[src/sv/float_lexeme_scanner_unit_macros.svh]
// assertion macros used by the scanner top module
`ifndef FLOAT_LEXEME_SCANNER_UNIT_MACROS_SVH
`define FLOAT_LEXEME_SCANNER_UNIT_MACROS_SVH

// same-cycle implication, checked outside reset
`define FLS_ASSERT_NOW(label, ante, cons, msg) \
    label: assert property (@(posedge clk) disable iff (!rst_n) (ante) |-> (cons)) \
        else $error(msg);

// next-cycle implication, checked outside reset
`define FLS_ASSERT_NEXT(label, ante, cons, msg) \
    label: assert property (@(posedge clk) disable iff (!rst_n) (ante) |=> (cons)) \
        else $error(msg);

`endif

[src/sv/fls_pkg.sv]
`timescale 1ns / 1ps

package fls_pkg;

    typedef enum logic [3:0] {
        PH_FIN      = 4'd0,
        PH_SIGN     = 4'd1,
        PH_LEAD     = 4'd2,
        PH_INF      = 4'd3,
        PH_NANW     = 4'd4,
        PH_NANPAREN = 4'd5,
        PH_NANBODY  = 4'd6,
        PH_ZEROX    = 4'd7,
        PH_INT      = 4'd8,
        PH_DOT      = 4'd9,
        PH_FRAC     = 4'd10,
        PH_EXPMARK  = 4'd11,
        PH_EXPSIGN  = 4'd12,
        PH_EXPDIG   = 4'd13
    } phase_t;

    localparam int CHAR_W  = 21;
    localparam int WIDTH_W = 16;
    localparam int POS_W   = 4;

    localparam logic [POS_W-1:0] INF_LEN = 4'd8;
    localparam logic [POS_W-1:0] NAN_LEN = 4'd3;
    localparam logic [WIDTH_W-1:0] LEN_MAX = 16'hFFFF;

    // ascii codes, 7 bits
    localparam logic [6:0] CH_PLUS   = 7'h2B;
    localparam logic [6:0] CH_MINUS  = 7'h2D;
    localparam logic [6:0] CH_DOT    = 7'h2E;
    localparam logic [6:0] CH_0      = 7'h30;
    localparam logic [6:0] CH_9      = 7'h39;
    localparam logic [6:0] CH_LPAREN = 7'h28;
    localparam logic [6:0] CH_RPAREN = 7'h29;
    localparam logic [6:0] CH_UNDER  = 7'h5F;
    localparam logic [6:0] CH_UA     = 7'h41;
    localparam logic [6:0] CH_UZ     = 7'h5A;
    localparam logic [6:0] CH_LA     = 7'h61;
    localparam logic [6:0] CH_LF     = 7'h66;
    localparam logic [6:0] CH_LZ     = 7'h7A;
    localparam logic [6:0] CH_LE     = 7'h65;
    localparam logic [6:0] CH_LI     = 7'h69;
    localparam logic [6:0] CH_LN     = 7'h6E;
    localparam logic [6:0] CH_LP     = 7'h70;
    localparam logic [6:0] CH_LX     = 7'h78;
    localparam logic [6:0] CASE_GAP  = 7'h20;

    typedef struct packed {
        logic       ascii;
        logic [6:0] fold;
        logic       is_eos;
        logic       is_sign;
        logic       is_dec;
        logic       is_hex_alpha;
        logic       is_alpha;
        logic       is_under;
        logic       is_lparen;
        logic       is_rparen;
        logic       is_dot;
        logic       is_zero;
        logic       is_x;
        logic       is_e;
        logic       is_p;
        logic       is_i;
        logic       is_n;
    } char_class_t;

    typedef struct packed {
        phase_t             phase;
        logic [POS_W-1:0]   word_pos;
        logic               hex_mode;
        logic [WIDTH_W-1:0] chars_left;
        logic               no_limit;
        logic [WIDTH_W-1:0] taken_count;
    } scan_state_t;

    typedef struct packed {
        logic               taken;
        logic               finished;
        logic [WIDTH_W-1:0] token_length;
    } scan_result_t;

    // letters of "infinity", lower case
    function automatic logic [6:0] inf_letter(input logic [2:0] idx);
        logic [6:0] r;
        case (idx)
            3'd0:    r = 7'h69;
            3'd1:    r = 7'h6E;
            3'd2:    r = 7'h66;
            3'd3:    r = 7'h69;
            3'd4:    r = 7'h6E;
            3'd5:    r = 7'h69;
            3'd6:    r = 7'h74;
            default: r = 7'h79;
        endcase
        return r;
    endfunction

    // letters of "nan", lower case
    function automatic logic [6:0] nan_letter(input logic [1:0] idx);
        logic [6:0] r;
        case (idx)
            2'd0:    r = 7'h6E;
            2'd1:    r = 7'h61;
            2'd2:    r = 7'h6E;
            default: r = 7'h00;
        endcase
        return r;
    endfunction

endpackage

[src/sv/fls_if.sv]
`timescale 1ns / 1ps

interface fls_in_if;
    import fls_pkg::*;
    logic               valid;
    logic               ready;
    logic               start_req;
    logic [WIDTH_W-1:0] max_width;
    logic [CHAR_W-1:0]  char_code;

    modport source (output valid, start_req, max_width, char_code, input ready);
    modport sink   (input valid, start_req, max_width, char_code, output ready);
endinterface

interface fls_out_if;
    import fls_pkg::*;
    logic               valid;
    logic               ready;
    logic               taken;
    logic               finished;
    logic [WIDTH_W-1:0] token_length;

    modport source (output valid, taken, finished, token_length, input ready);
    modport sink   (input valid, taken, finished, token_length, output ready);
endinterface

[src/sv/fls_char_class.sv]
`timescale 1ns / 1ps

module fls_char_class
    import fls_pkg::*;
(
    input  logic [CHAR_W-1:0] char_code,
    output char_class_t       cls
);

    logic       ascii;
    logic [6:0] a;
    logic [6:0] fold;

    assign ascii = (char_code[CHAR_W-1:7] == '0);
    assign a     = char_code[6:0];

    always_comb
    begin
        if (a inside {[CH_UA:CH_UZ]})
        begin
            fold = a + CASE_GAP;
        end
        else
        begin
            fold = a;
        end
    end

    always_comb
    begin
        cls.ascii        = ascii;
        cls.fold         = fold;
        cls.is_eos       = (char_code == '0);
        cls.is_sign      = ascii && (a == CH_PLUS || a == CH_MINUS);
        cls.is_dec       = ascii && (a inside {[CH_0:CH_9]});
        cls.is_hex_alpha = ascii && (fold inside {[CH_LA:CH_LF]});
        cls.is_alpha     = ascii && (fold inside {[CH_LA:CH_LZ]});
        cls.is_under     = ascii && (a == CH_UNDER);
        cls.is_lparen    = ascii && (a == CH_LPAREN);
        cls.is_rparen    = ascii && (a == CH_RPAREN);
        cls.is_dot       = ascii && (a == CH_DOT);
        cls.is_zero      = ascii && (a == CH_0);
        cls.is_x         = ascii && (fold == CH_LX);
        cls.is_e         = ascii && (fold == CH_LE);
        cls.is_p         = ascii && (fold == CH_LP);
        cls.is_i         = ascii && (fold == CH_LI);
        cls.is_n         = ascii && (fold == CH_LN);
    end

endmodule

[src/sv/fls_step.sv]
`timescale 1ns / 1ps

module fls_step
    import fls_pkg::*;
(
    input  scan_state_t        cur,
    input  logic               start_req,
    input  logic [WIDTH_W-1:0] max_width,
    input  char_class_t        cls,
    output scan_state_t        nxt_state,
    output scan_result_t       res
);

    scan_state_t        eff;
    logic               acc;
    phase_t             nxt;
    logic [POS_W-1:0]   wp;
    logic               hx;
    logic               mant;
    logic               go_lead;
    logic               go_int;
    logic               go_dot;
    logic               go_exp;
    logic               go_paren;
    logic               go_expdig;
    logic [WIDTH_W-1:0] left_new;

    always_comb
    begin
        eff = cur;
        if (start_req)
        begin
            eff.phase       = PH_SIGN;
            eff.word_pos    = '0;
            eff.hex_mode    = 1'b0;
            eff.chars_left  = max_width;
            eff.no_limit    = (max_width == '0);
            eff.taken_count = '0;
        end
        // end of string or exhausted width kills the token before judging
        if (cls.is_eos || (!eff.no_limit && eff.chars_left == '0))
        begin
            eff.phase = PH_FIN;
        end

        acc       = 1'b0;
        nxt       = PH_FIN;
        wp        = eff.word_pos;
        hx        = eff.hex_mode;
        mant      = cls.is_dec || (eff.hex_mode && cls.is_hex_alpha);
        go_lead   = 1'b0;
        go_int    = 1'b0;
        go_dot    = 1'b0;
        go_exp    = 1'b0;
        go_paren  = 1'b0;
        go_expdig = 1'b0;

        case (eff.phase)
            PH_SIGN:
            begin
                if (cls.is_sign)
                begin
                    acc = 1'b1;
                    nxt = PH_LEAD;
                end
                else
                begin
                    go_lead = 1'b1;
                end
            end
            PH_LEAD:
            begin
                go_lead = 1'b1;
            end
            PH_INF:
            begin
                if (eff.word_pos < INF_LEN && cls.ascii
                    && cls.fold == inf_letter(eff.word_pos[2:0]))
                begin
                    acc = 1'b1;
                    wp  = eff.word_pos + 4'd1;
                    nxt = (wp == INF_LEN) ? PH_FIN : PH_INF;
                end
            end
            PH_NANW:
            begin
                if (eff.word_pos < NAN_LEN && cls.ascii
                    && cls.fold == nan_letter(eff.word_pos[1:0]))
                begin
                    acc = 1'b1;
                    wp  = eff.word_pos + 4'd1;
                    nxt = PH_NANW;
                end
                else
                begin
                    go_paren = 1'b1;
                end
            end
            PH_NANPAREN:
            begin
                go_paren = 1'b1;
            end
            PH_NANBODY:
            begin
                if (cls.is_dec || cls.is_alpha || cls.is_under)
                begin
                    acc = 1'b1;
                    nxt = PH_NANBODY;
                end
                else if (cls.is_rparen)
                begin
                    acc = 1'b1;
                    nxt = PH_FIN;
                end
            end
            PH_ZEROX:
            begin
                if (cls.is_x)
                begin
                    acc = 1'b1;
                    hx  = 1'b1;
                    nxt = PH_INT;
                end
                else
                begin
                    go_int = 1'b1;
                end
            end
            PH_INT:
            begin
                go_int = 1'b1;
            end
            PH_DOT:
            begin
                go_dot = 1'b1;
            end
            PH_FRAC:
            begin
                if (mant)
                begin
                    acc = 1'b1;
                    nxt = PH_FRAC;
                end
                else
                begin
                    go_exp = 1'b1;
                end
            end
            PH_EXPMARK:
            begin
                go_exp = 1'b1;
            end
            PH_EXPSIGN:
            begin
                if (cls.is_sign)
                begin
                    acc = 1'b1;
                    nxt = PH_EXPDIG;
                end
                else
                begin
                    go_expdig = 1'b1;
                end
            end
            PH_EXPDIG:
            begin
                go_expdig = 1'b1;
            end
            default:
            begin
                acc = 1'b0;
            end
        endcase

        // fall-through chain of the grammar, in order
        if (go_lead)
        begin
            if (cls.is_i)
            begin
                acc = 1'b1;
                wp  = 4'd1;
                nxt = PH_INF;
            end
            else if (cls.is_n)
            begin
                acc = 1'b1;
                wp  = 4'd1;
                nxt = PH_NANW;
            end
            else if (cls.is_zero)
            begin
                acc = 1'b1;
                nxt = PH_ZEROX;
            end
            else
            begin
                go_int = 1'b1;
            end
        end
        if (go_int)
        begin
            if (mant)
            begin
                acc = 1'b1;
                nxt = PH_INT;
            end
            else
            begin
                go_dot = 1'b1;
            end
        end
        if (go_dot)
        begin
            if (cls.is_dot)
            begin
                acc = 1'b1;
                nxt = PH_FRAC;
            end
            else
            begin
                go_exp = 1'b1;
            end
        end
        if (go_exp)
        begin
            if (eff.hex_mode ? cls.is_p : cls.is_e)
            begin
                acc = 1'b1;
                nxt = PH_EXPSIGN;
            end
        end
        if (go_paren)
        begin
            if (cls.is_lparen)
            begin
                acc = 1'b1;
                nxt = PH_NANBODY;
            end
        end
        if (go_expdig)
        begin
            if (cls.is_dec)
            begin
                acc = 1'b1;
                nxt = PH_EXPDIG;
            end
        end

        nxt_state = eff;
        left_new  = eff.chars_left;
        if (acc)
        begin
            if (eff.taken_count != LEN_MAX)
            begin
                nxt_state.taken_count = eff.taken_count + 16'd1;
            end
            if (!eff.no_limit && eff.chars_left != '0)
            begin
                left_new = eff.chars_left - 16'd1;
            end
            nxt_state.chars_left = left_new;
            nxt_state.word_pos   = wp;
            nxt_state.hex_mode   = hx;
            nxt_state.phase      = (!eff.no_limit && left_new == '0) ? PH_FIN : nxt;
        end
        else
        begin
            nxt_state.phase = PH_FIN;
        end

        res.taken        = acc;
        res.finished     = (nxt_state.phase == PH_FIN);
        res.token_length = nxt_state.taken_count;
    end

endmodule

[src/sv/float_lexeme_scanner_unit.sv]
`timescale 1ns / 1ps
// channel  | dir | word fields                          | accepted when
// ---------+-----+--------------------------------------+---------------------
// chars    | in  | start_req, max_width, char_code      | valid && ready
// lexemes  | out | taken, finished, token_length        | valid && ready
//
// one character word per cycle sustained while the lexemes side is ready
// the rate is set by the scanner state loop: state update and result load
// happen together when a word moves from the input register to the result register
// reset puts the scanner in the finished phase and empties both registers
// a stalled result register holds its word; one more character waits in the input register

`include "float_lexeme_scanner_unit_macros.svh"

module float_lexeme_scanner_unit
    import fls_pkg::*;
(
    input  logic       clk,
    input  logic       rst_n,
    fls_in_if.sink     chars,
    fls_out_if.source  lexemes
);

    // input register
    logic               in_valid_reg;
    logic               in_valid_next;
    logic               in_start_reg;
    logic [WIDTH_W-1:0] in_width_reg;
    logic [CHAR_W-1:0]  in_char_reg;

    // scanner state
    scan_state_t        state_reg;
    scan_state_t        state_next;

    // result register
    logic               out_valid_reg;
    logic               out_valid_next;
    scan_result_t       out_reg;

    scan_result_t       step_res;
    char_class_t        cls;
    logic               load_in;
    logic               advance;

    // a word moves forward when the result register is free or drains now
    assign advance       = in_valid_reg && (!out_valid_reg || lexemes.ready);
    assign chars.ready   = !in_valid_reg || advance;
    assign load_in       = chars.valid && chars.ready;

    fls_char_class u_class
    (
        .char_code (in_char_reg),
        .cls       (cls)
    );

    fls_step u_step
    (
        .cur       (state_reg),
        .start_req (in_start_reg),
        .max_width (in_width_reg),
        .cls       (cls),
        .nxt_state (state_next),
        .res       (step_res)
    );

    always_comb
    begin
        if (load_in)
        begin
            in_valid_next = 1'b1;
        end
        else if (advance)
        begin
            in_valid_next = 1'b0;
        end
        else
        begin
            in_valid_next = in_valid_reg;
        end

        if (advance)
        begin
            out_valid_next = 1'b1;
        end
        else if (lexemes.ready)
        begin
            out_valid_next = 1'b0;
        end
        else
        begin
            out_valid_next = out_valid_reg;
        end
    end

    // control state
    always_ff @(posedge clk or negedge rst_n)
    begin
        if (!rst_n)
        begin
            in_valid_reg          <= 1'b0;
            out_valid_reg         <= 1'b0;
            state_reg.phase       <= PH_FIN;
            state_reg.word_pos    <= '0;
            state_reg.hex_mode    <= 1'b0;
            state_reg.chars_left  <= '0;
            state_reg.no_limit    <= 1'b0;
            state_reg.taken_count <= '0;
        end
        else
        begin
            in_valid_reg  <= in_valid_next;
            out_valid_reg <= out_valid_next;
            if (advance)
            begin
                state_reg <= state_next;
            end
        end
    end

    // payload registers
    always_ff @(posedge clk)
    begin
        if (load_in)
        begin
            in_start_reg <= chars.start_req;
            in_width_reg <= chars.max_width;
            in_char_reg  <= chars.char_code;
        end
        if (advance)
        begin
            out_reg <= step_res;
        end
    end

    assign lexemes.valid        = out_valid_reg;
    assign lexemes.taken        = out_reg.taken;
    assign lexemes.finished     = out_reg.finished;
    assign lexemes.token_length = out_reg.token_length;

    // a word that moves forward always shows up as a result
    `FLS_ASSERT_NEXT(a_advance_gives_result, advance, out_valid_reg, "result word lost")
    // a rejected character always ends the token
    `FLS_ASSERT_NEXT(a_reject_ends_token, advance && !step_res.taken,
        state_reg.phase == PH_FIN, "token still open after rejection")
    // the finished flag tracks the scanner phase
    `FLS_ASSERT_NEXT(a_finished_matches_phase, advance,
        out_reg.finished == (state_reg.phase == PH_FIN), "finished flag out of step")
    // an open limited token always has width left
    `FLS_ASSERT_NOW(a_width_left, !state_reg.no_limit && state_reg.phase != PH_FIN,
        state_reg.chars_left != '0, "open token with no width left")

endmodule
[src/flat_wrapper.sv]
// flat-port wrapper written by rule: the top's interface ports become plain ports
module float_lexeme_scanner_unit_flat import fls_pkg::*;
  (clk, rst_n, chars_valid, chars_start_req, chars_max_width, chars_char_code, chars_ready, lexemes_valid, lexemes_taken, lexemes_finished, lexemes_token_length, lexemes_ready);
  fls_in_if chars_i ();
  fls_out_if lexemes_i ();
  input  logic clk;
  input  logic rst_n;
  input wire logic [$bits(chars_i.valid)-1:0] chars_valid;
  input wire logic [$bits(chars_i.start_req)-1:0] chars_start_req;
  input wire logic [$bits(chars_i.max_width)-1:0] chars_max_width;
  input wire logic [$bits(chars_i.char_code)-1:0] chars_char_code;
  output wire logic [$bits(chars_i.ready)-1:0] chars_ready;
  output wire logic [$bits(lexemes_i.valid)-1:0] lexemes_valid;
  output wire logic [$bits(lexemes_i.taken)-1:0] lexemes_taken;
  output wire logic [$bits(lexemes_i.finished)-1:0] lexemes_finished;
  output wire logic [$bits(lexemes_i.token_length)-1:0] lexemes_token_length;
  input wire logic [$bits(lexemes_i.ready)-1:0] lexemes_ready;
  assign chars_i.valid = chars_valid;
  assign chars_i.start_req = chars_start_req;
  assign chars_i.max_width = chars_max_width;
  assign chars_i.char_code = chars_char_code;
  assign chars_ready = chars_i.ready;
  assign lexemes_valid = lexemes_i.valid;
  assign lexemes_taken = lexemes_i.taken;
  assign lexemes_finished = lexemes_i.finished;
  assign lexemes_token_length = lexemes_i.token_length;
  assign lexemes_i.ready = lexemes_ready;
  float_lexeme_scanner_unit u_core (.clk(clk), .rst_n(rst_n), .chars(chars_i), .lexemes(lexemes_i));
endmodule
[config.mk]
export PLATFORM = sky130hd
export DESIGN_NAME = float_lexeme_scanner_unit_flat
export DESIGN_NICKNAME = d
export VERILOG_FILES = /design/src/sv/fls_pkg.sv /design/src/sv/fls_if.sv /design/src/sv/fls_char_class.sv /design/src/sv/fls_step.sv /design/src/sv/float_lexeme_scanner_unit.sv /design/src/flat_wrapper.sv
export VERILOG_INCLUDE_DIRS = /design/src /design/src/sv
export SDC_FILE = /design/constraint.sdc
export NUM_CORES = 1
export LEC_CHECK = 0
export BUFFER_PORTS_ARGS = -buffer_cell sky130_fd_sc_hd__buf_2
export CAP_MARGIN = 20
export CORE_MARGIN = 4
export CORE_UTILIZATION = 25
export DETAILED_ROUTE_END_ITERATION = 16
export GPL_TIMING_DRIVEN = 0
export HOLD_SLACK_MARGIN = 0.12
export PLACE_DENSITY = 0.47
export SLEW_MARGIN = 5
export SYNTH_ARGS = -nofsm -noshare
export SYNTH_HDL_FRONTEND = slang
export SYNTH_SLANG_ARGS = --single-unit
[constraint.sdc]
create_clock -name clk -period 6.7 [get_ports clk]
set_clock_uncertainty 0.05 [all_clocks]
set_input_delay 1.005 -clock clk [delete_from_list [all_inputs] [get_ports clk]]
set_output_delay 1.005 -clock clk [all_outputs]
set_load 0.05 [all_outputs]
==> impl_metrics.env <==
export IMPL_top_layer_used="met4"
export IMPL_powerDensity_nw_per_um2=219.0
export IMPL_cp_cell_sequence="buf_2, buf_4, buf_4, clkbuf_2, clkbuf_2, mux2i_1, ha_1, o221a_2, nand3_2, o211ai_1, nor4_1, a31o_1, a31oi_1, nand4_2, o21ai_1, buf_2, nor2_1, xor2_1"
export IMPL_status="completed"
export IMPL_clk_latency_ns=0.36
export IMPL_firstDrtPassIters=5
export IMPL_critPathArrivalTime_ns=6.07
export IMPL_power_share_combinational=0.200
export IMPL_fin_hold_ws_ns=0.4375
export IMPL_clockRootBuffer="clkbuf_16"
export IMPL_cts_setup_buffers=0
export IMPL_start_util=0.2556
export IMPL_synth_common_cells="78 x nand2_1, 58 x nor2_1, 56 x edfxtp_1"
export IMPL_syn_avg_cell_area_um2=9.165
export IMPL_synth_area_leaders="edfxtp_1 25%, dfrtp_1 16%, nand2_1 4.4%"
export IMPL_overflow=0
export IMPL_synth_warnings=0
export IMPL_area_growth_pct=16.07
export IMPL_vias=6161
export IMPL_routabilityCongestion=0.8872
export IMPL_drt_iter0_drc=503
export IMPL_async_flop_share=0.4400
export IMPL_wl_met3_mm=1.315
export IMPL_cts_tree="done"
export IMPL_synth_edf_count=56
export IMPL_ys_ff_latch=100
export IMPL_synth_distinct_cells=82
export IMPL_slowest_stage="edfxtp_1"
export IMPL_wirelength_met1_mm=9.962
export IMPL_die_area_um2=29560
export IMPL_grt_pass1_vias=5985
export IMPL_grt_max_degree=37
export IMPL_timing_hold_worst_start="u_core.state_reg[29]"
export IMPL_synth_top_area_share=0.2503
export IMPL_multiInputGateArea_um2=3660
export IMPL_synth_top_area_cell="edfxtp_1"
export IMPL_sw_frac_of_total=0.3279
export IMPL_antennaDiodeCount=0
export IMPL_p_clk_frac=0.336
export IMPL_cts_buffer_depth=2
export IMPL_drc=0
export IMPL_vias_per_cell=5.381
export IMPL_largest_reg_flops=42
export IMPL_hold_path_class="reg -> reg"
export IMPL_utilization=0.2967
export IMPL_worstSetupPathType="reg -> reg"
export IMPL_syn_num_nets=786
export IMPL_path_clk_slew_ns=0.09
export IMPL_leakage_nw=2.979
export IMPL_portBuffers=61
export IMPL_rows=59
export IMPL_tightest_slew_ns=0.8534
export IMPL_syn_area_um2=6718
export IMPL_wl_per_cell_um=19.12
export IMPL_period_share=0.8958
export IMPL_register_area_um2=2783
export IMPL_yosysSeqAreaShare=0.4142
export IMPL_dp_cells=1131
export IMPL_synth_top_flop_cell="edfxtp_1"
export IMPL_worst_slack_ns=0.6981
export IMPL_clock_sinks=100
export IMPL_synthMostInstantiatedCell="nand2_1"
export IMPL_fp_dieW_um=171.9
export IMPL_io_pins=62
export IMPL_h_tree_depth=3
export IMPL_slew_viol_final=0
export IMPL_end_kind="flip-flop"
export IMPL_dp_slack_ns=-0.6543
export IMPL_synthCells=733
export IMPL_antenna_found_initial=1
export IMPL_required_ns=6.76
export IMPL_grt_total_usage=0.1492
export IMPL_die_h_um=171.9
export IMPL_startpoint_type="flip-flop"
export IMPL_slew_headroom=0.4311
export IMPL_rsz0062_at_grt="no"
export IMPL_worst_path_max_fanout=19
export IMPL_critPathMaxStageDelay_ns=0.66
export IMPL_wl_met2_mm=10.20
export IMPL_intPower_mw=1.148
export IMPL_worstSetupStartpoint="u_core.in_start_reg"
export IMPL_ir_drop_v=0.0001137
export IMPL_cp_top_family="buffers and inverters"
export IMPL_fmax_mhz=166.6
export IMPL_drv_cap=0
export IMPL_finalHoldViolCount=0
export IMPL_crit_buf_inv=6
export IMPL_hpwl_mm=16.04
export IMPL_fp_coreArea_um2=26280
export IMPL_finalSetupViolations=0
export IMPL_tns_ns=0
export IMPL_reg2reg_from="u_core.in_start_reg"
export IMPL_ant_nets=0
export IMPL_grt_pass1_wl_mm=34.38
export IMPL_num_fill_cells=2834
export IMPL_pwr_share_seq=0.464
export IMPL_drive_gt1_frac=0.1605
export IMPL_min_period_ns=6.002
export IMPL_fin_cells=1145
export IMPL_wl_mm=21.90
export IMPL_cts_buffers=9
export IMPL_p_sw_mw=0.5599
export IMPL_nNetsFinal=858
==> layout by cell type, fill, tap and decap left out, types with 9 or more instances in the layout <==
cell type,Yosys,routed
mux2i_1,13,13
clkbuf_16,0,9
edfxtp_1,56,56
xnor2_1,14,14
or3_1,16,16
clkbuf_1,25,19
a31oi_1,12,12
buf_2,8,69
nor2_1,58,58
a21oi_1,32,32
dfrtp_1,44,44
o211ai_1,11,11
nand4_1,17,17
and2_1,12,11
o21ai_0,24,24
nand3_1,31,31
nor4_1,16,16
inv_1,21,21
nor3_1,40,40
ha_1,11,11
nand2_1,78,78
and3_1,16,16
nor2b_1,15,15
o31ai_1,10,10
==> area by class of cell <==
type,count,area share
flip-flops and latches,100,0.3569
clock buffers,9,0.02888
plain buffers,38,0.02455
clock inverters,7,0.01171
well taps,335,0.05375
inverters,22,0.01059
multi-input cells,571,0.4694
repair buffers,63,0.04429
==> what timing repair did <==
action,in CTS,in global routing
gates resized for setup,3,0
hold buffers,0,0
endpoints found under the hold margin,0,0
endpoints found under the setup margin,53,3
==> final timing paths <==
path | slack (ns) | end | depth (start not counted)
setup / recovery | 0.70 | u_core.lexemes.token_length[3] | 18
hold / removal | 0.44 | u_core.state_reg[29] | 2
setup reg to reg | 0.70 | u_core.lexemes.token_length[3] | 18
hold reg to reg | 0.44 | u_core.state_reg[29] | 2
max in group asynchronous | 5.56 | u_core.state_reg[17] | 2
min in group asynchronous | 0.51 | u_core.state_reg[8] | 1
==> worst reg2reg max path, delay by kind of cell (launching register included) <==
kind            cells  cell delay (ns)
buf+inv             6             2.20
compound gates      5             1.57
flops               1             0.66
simple gates        4             0.59
fa+ha+maj           1             0.28
mux                 1             0.25
xor+xnor            1             0.15
==> per-stage QoR <==
stage                     total power, mW  area (um2)
final                               1.708        7797
after global routing                1.801        7797
after CTS                           1.730        7801
after detailed placement            1.147        7485
after global placement              1.144        7442
after floorplan                     1.029        6718
==> per-layer routing <==
metal,track usage,vias up
li1,-,2939
met1,0.2072,2997
met2,0.2369,195
met3,0.02743,30
met4,0.04580,0
met5,0,-
==> cell families after synthesis <==
kind of cell,share of synthesized area
buffers and inverters,0.04116
flip-flops,0.4142
multiplexers,0.03446
AND/OR/NAND/NOR,0.2783
AO/OA/AOI/OAI,0.1827
XOR/XNOR,0.02868
adder cells (fa/ha/maj),0.02049
==> power groups by stage <==
stage,combinational (mW),clock [mW],sequential [mW]
after floorplan,0.203,0,0.826
after global placement,0.338,0,0.805
after detailed placement,0.344,0,0.804
after CTS,0.344,0.595,0.791
after global routing,0.376,0.621,0.804
final,0.342,0.573,0.793
Note: power is estimated with default switching activity, not from simulation.
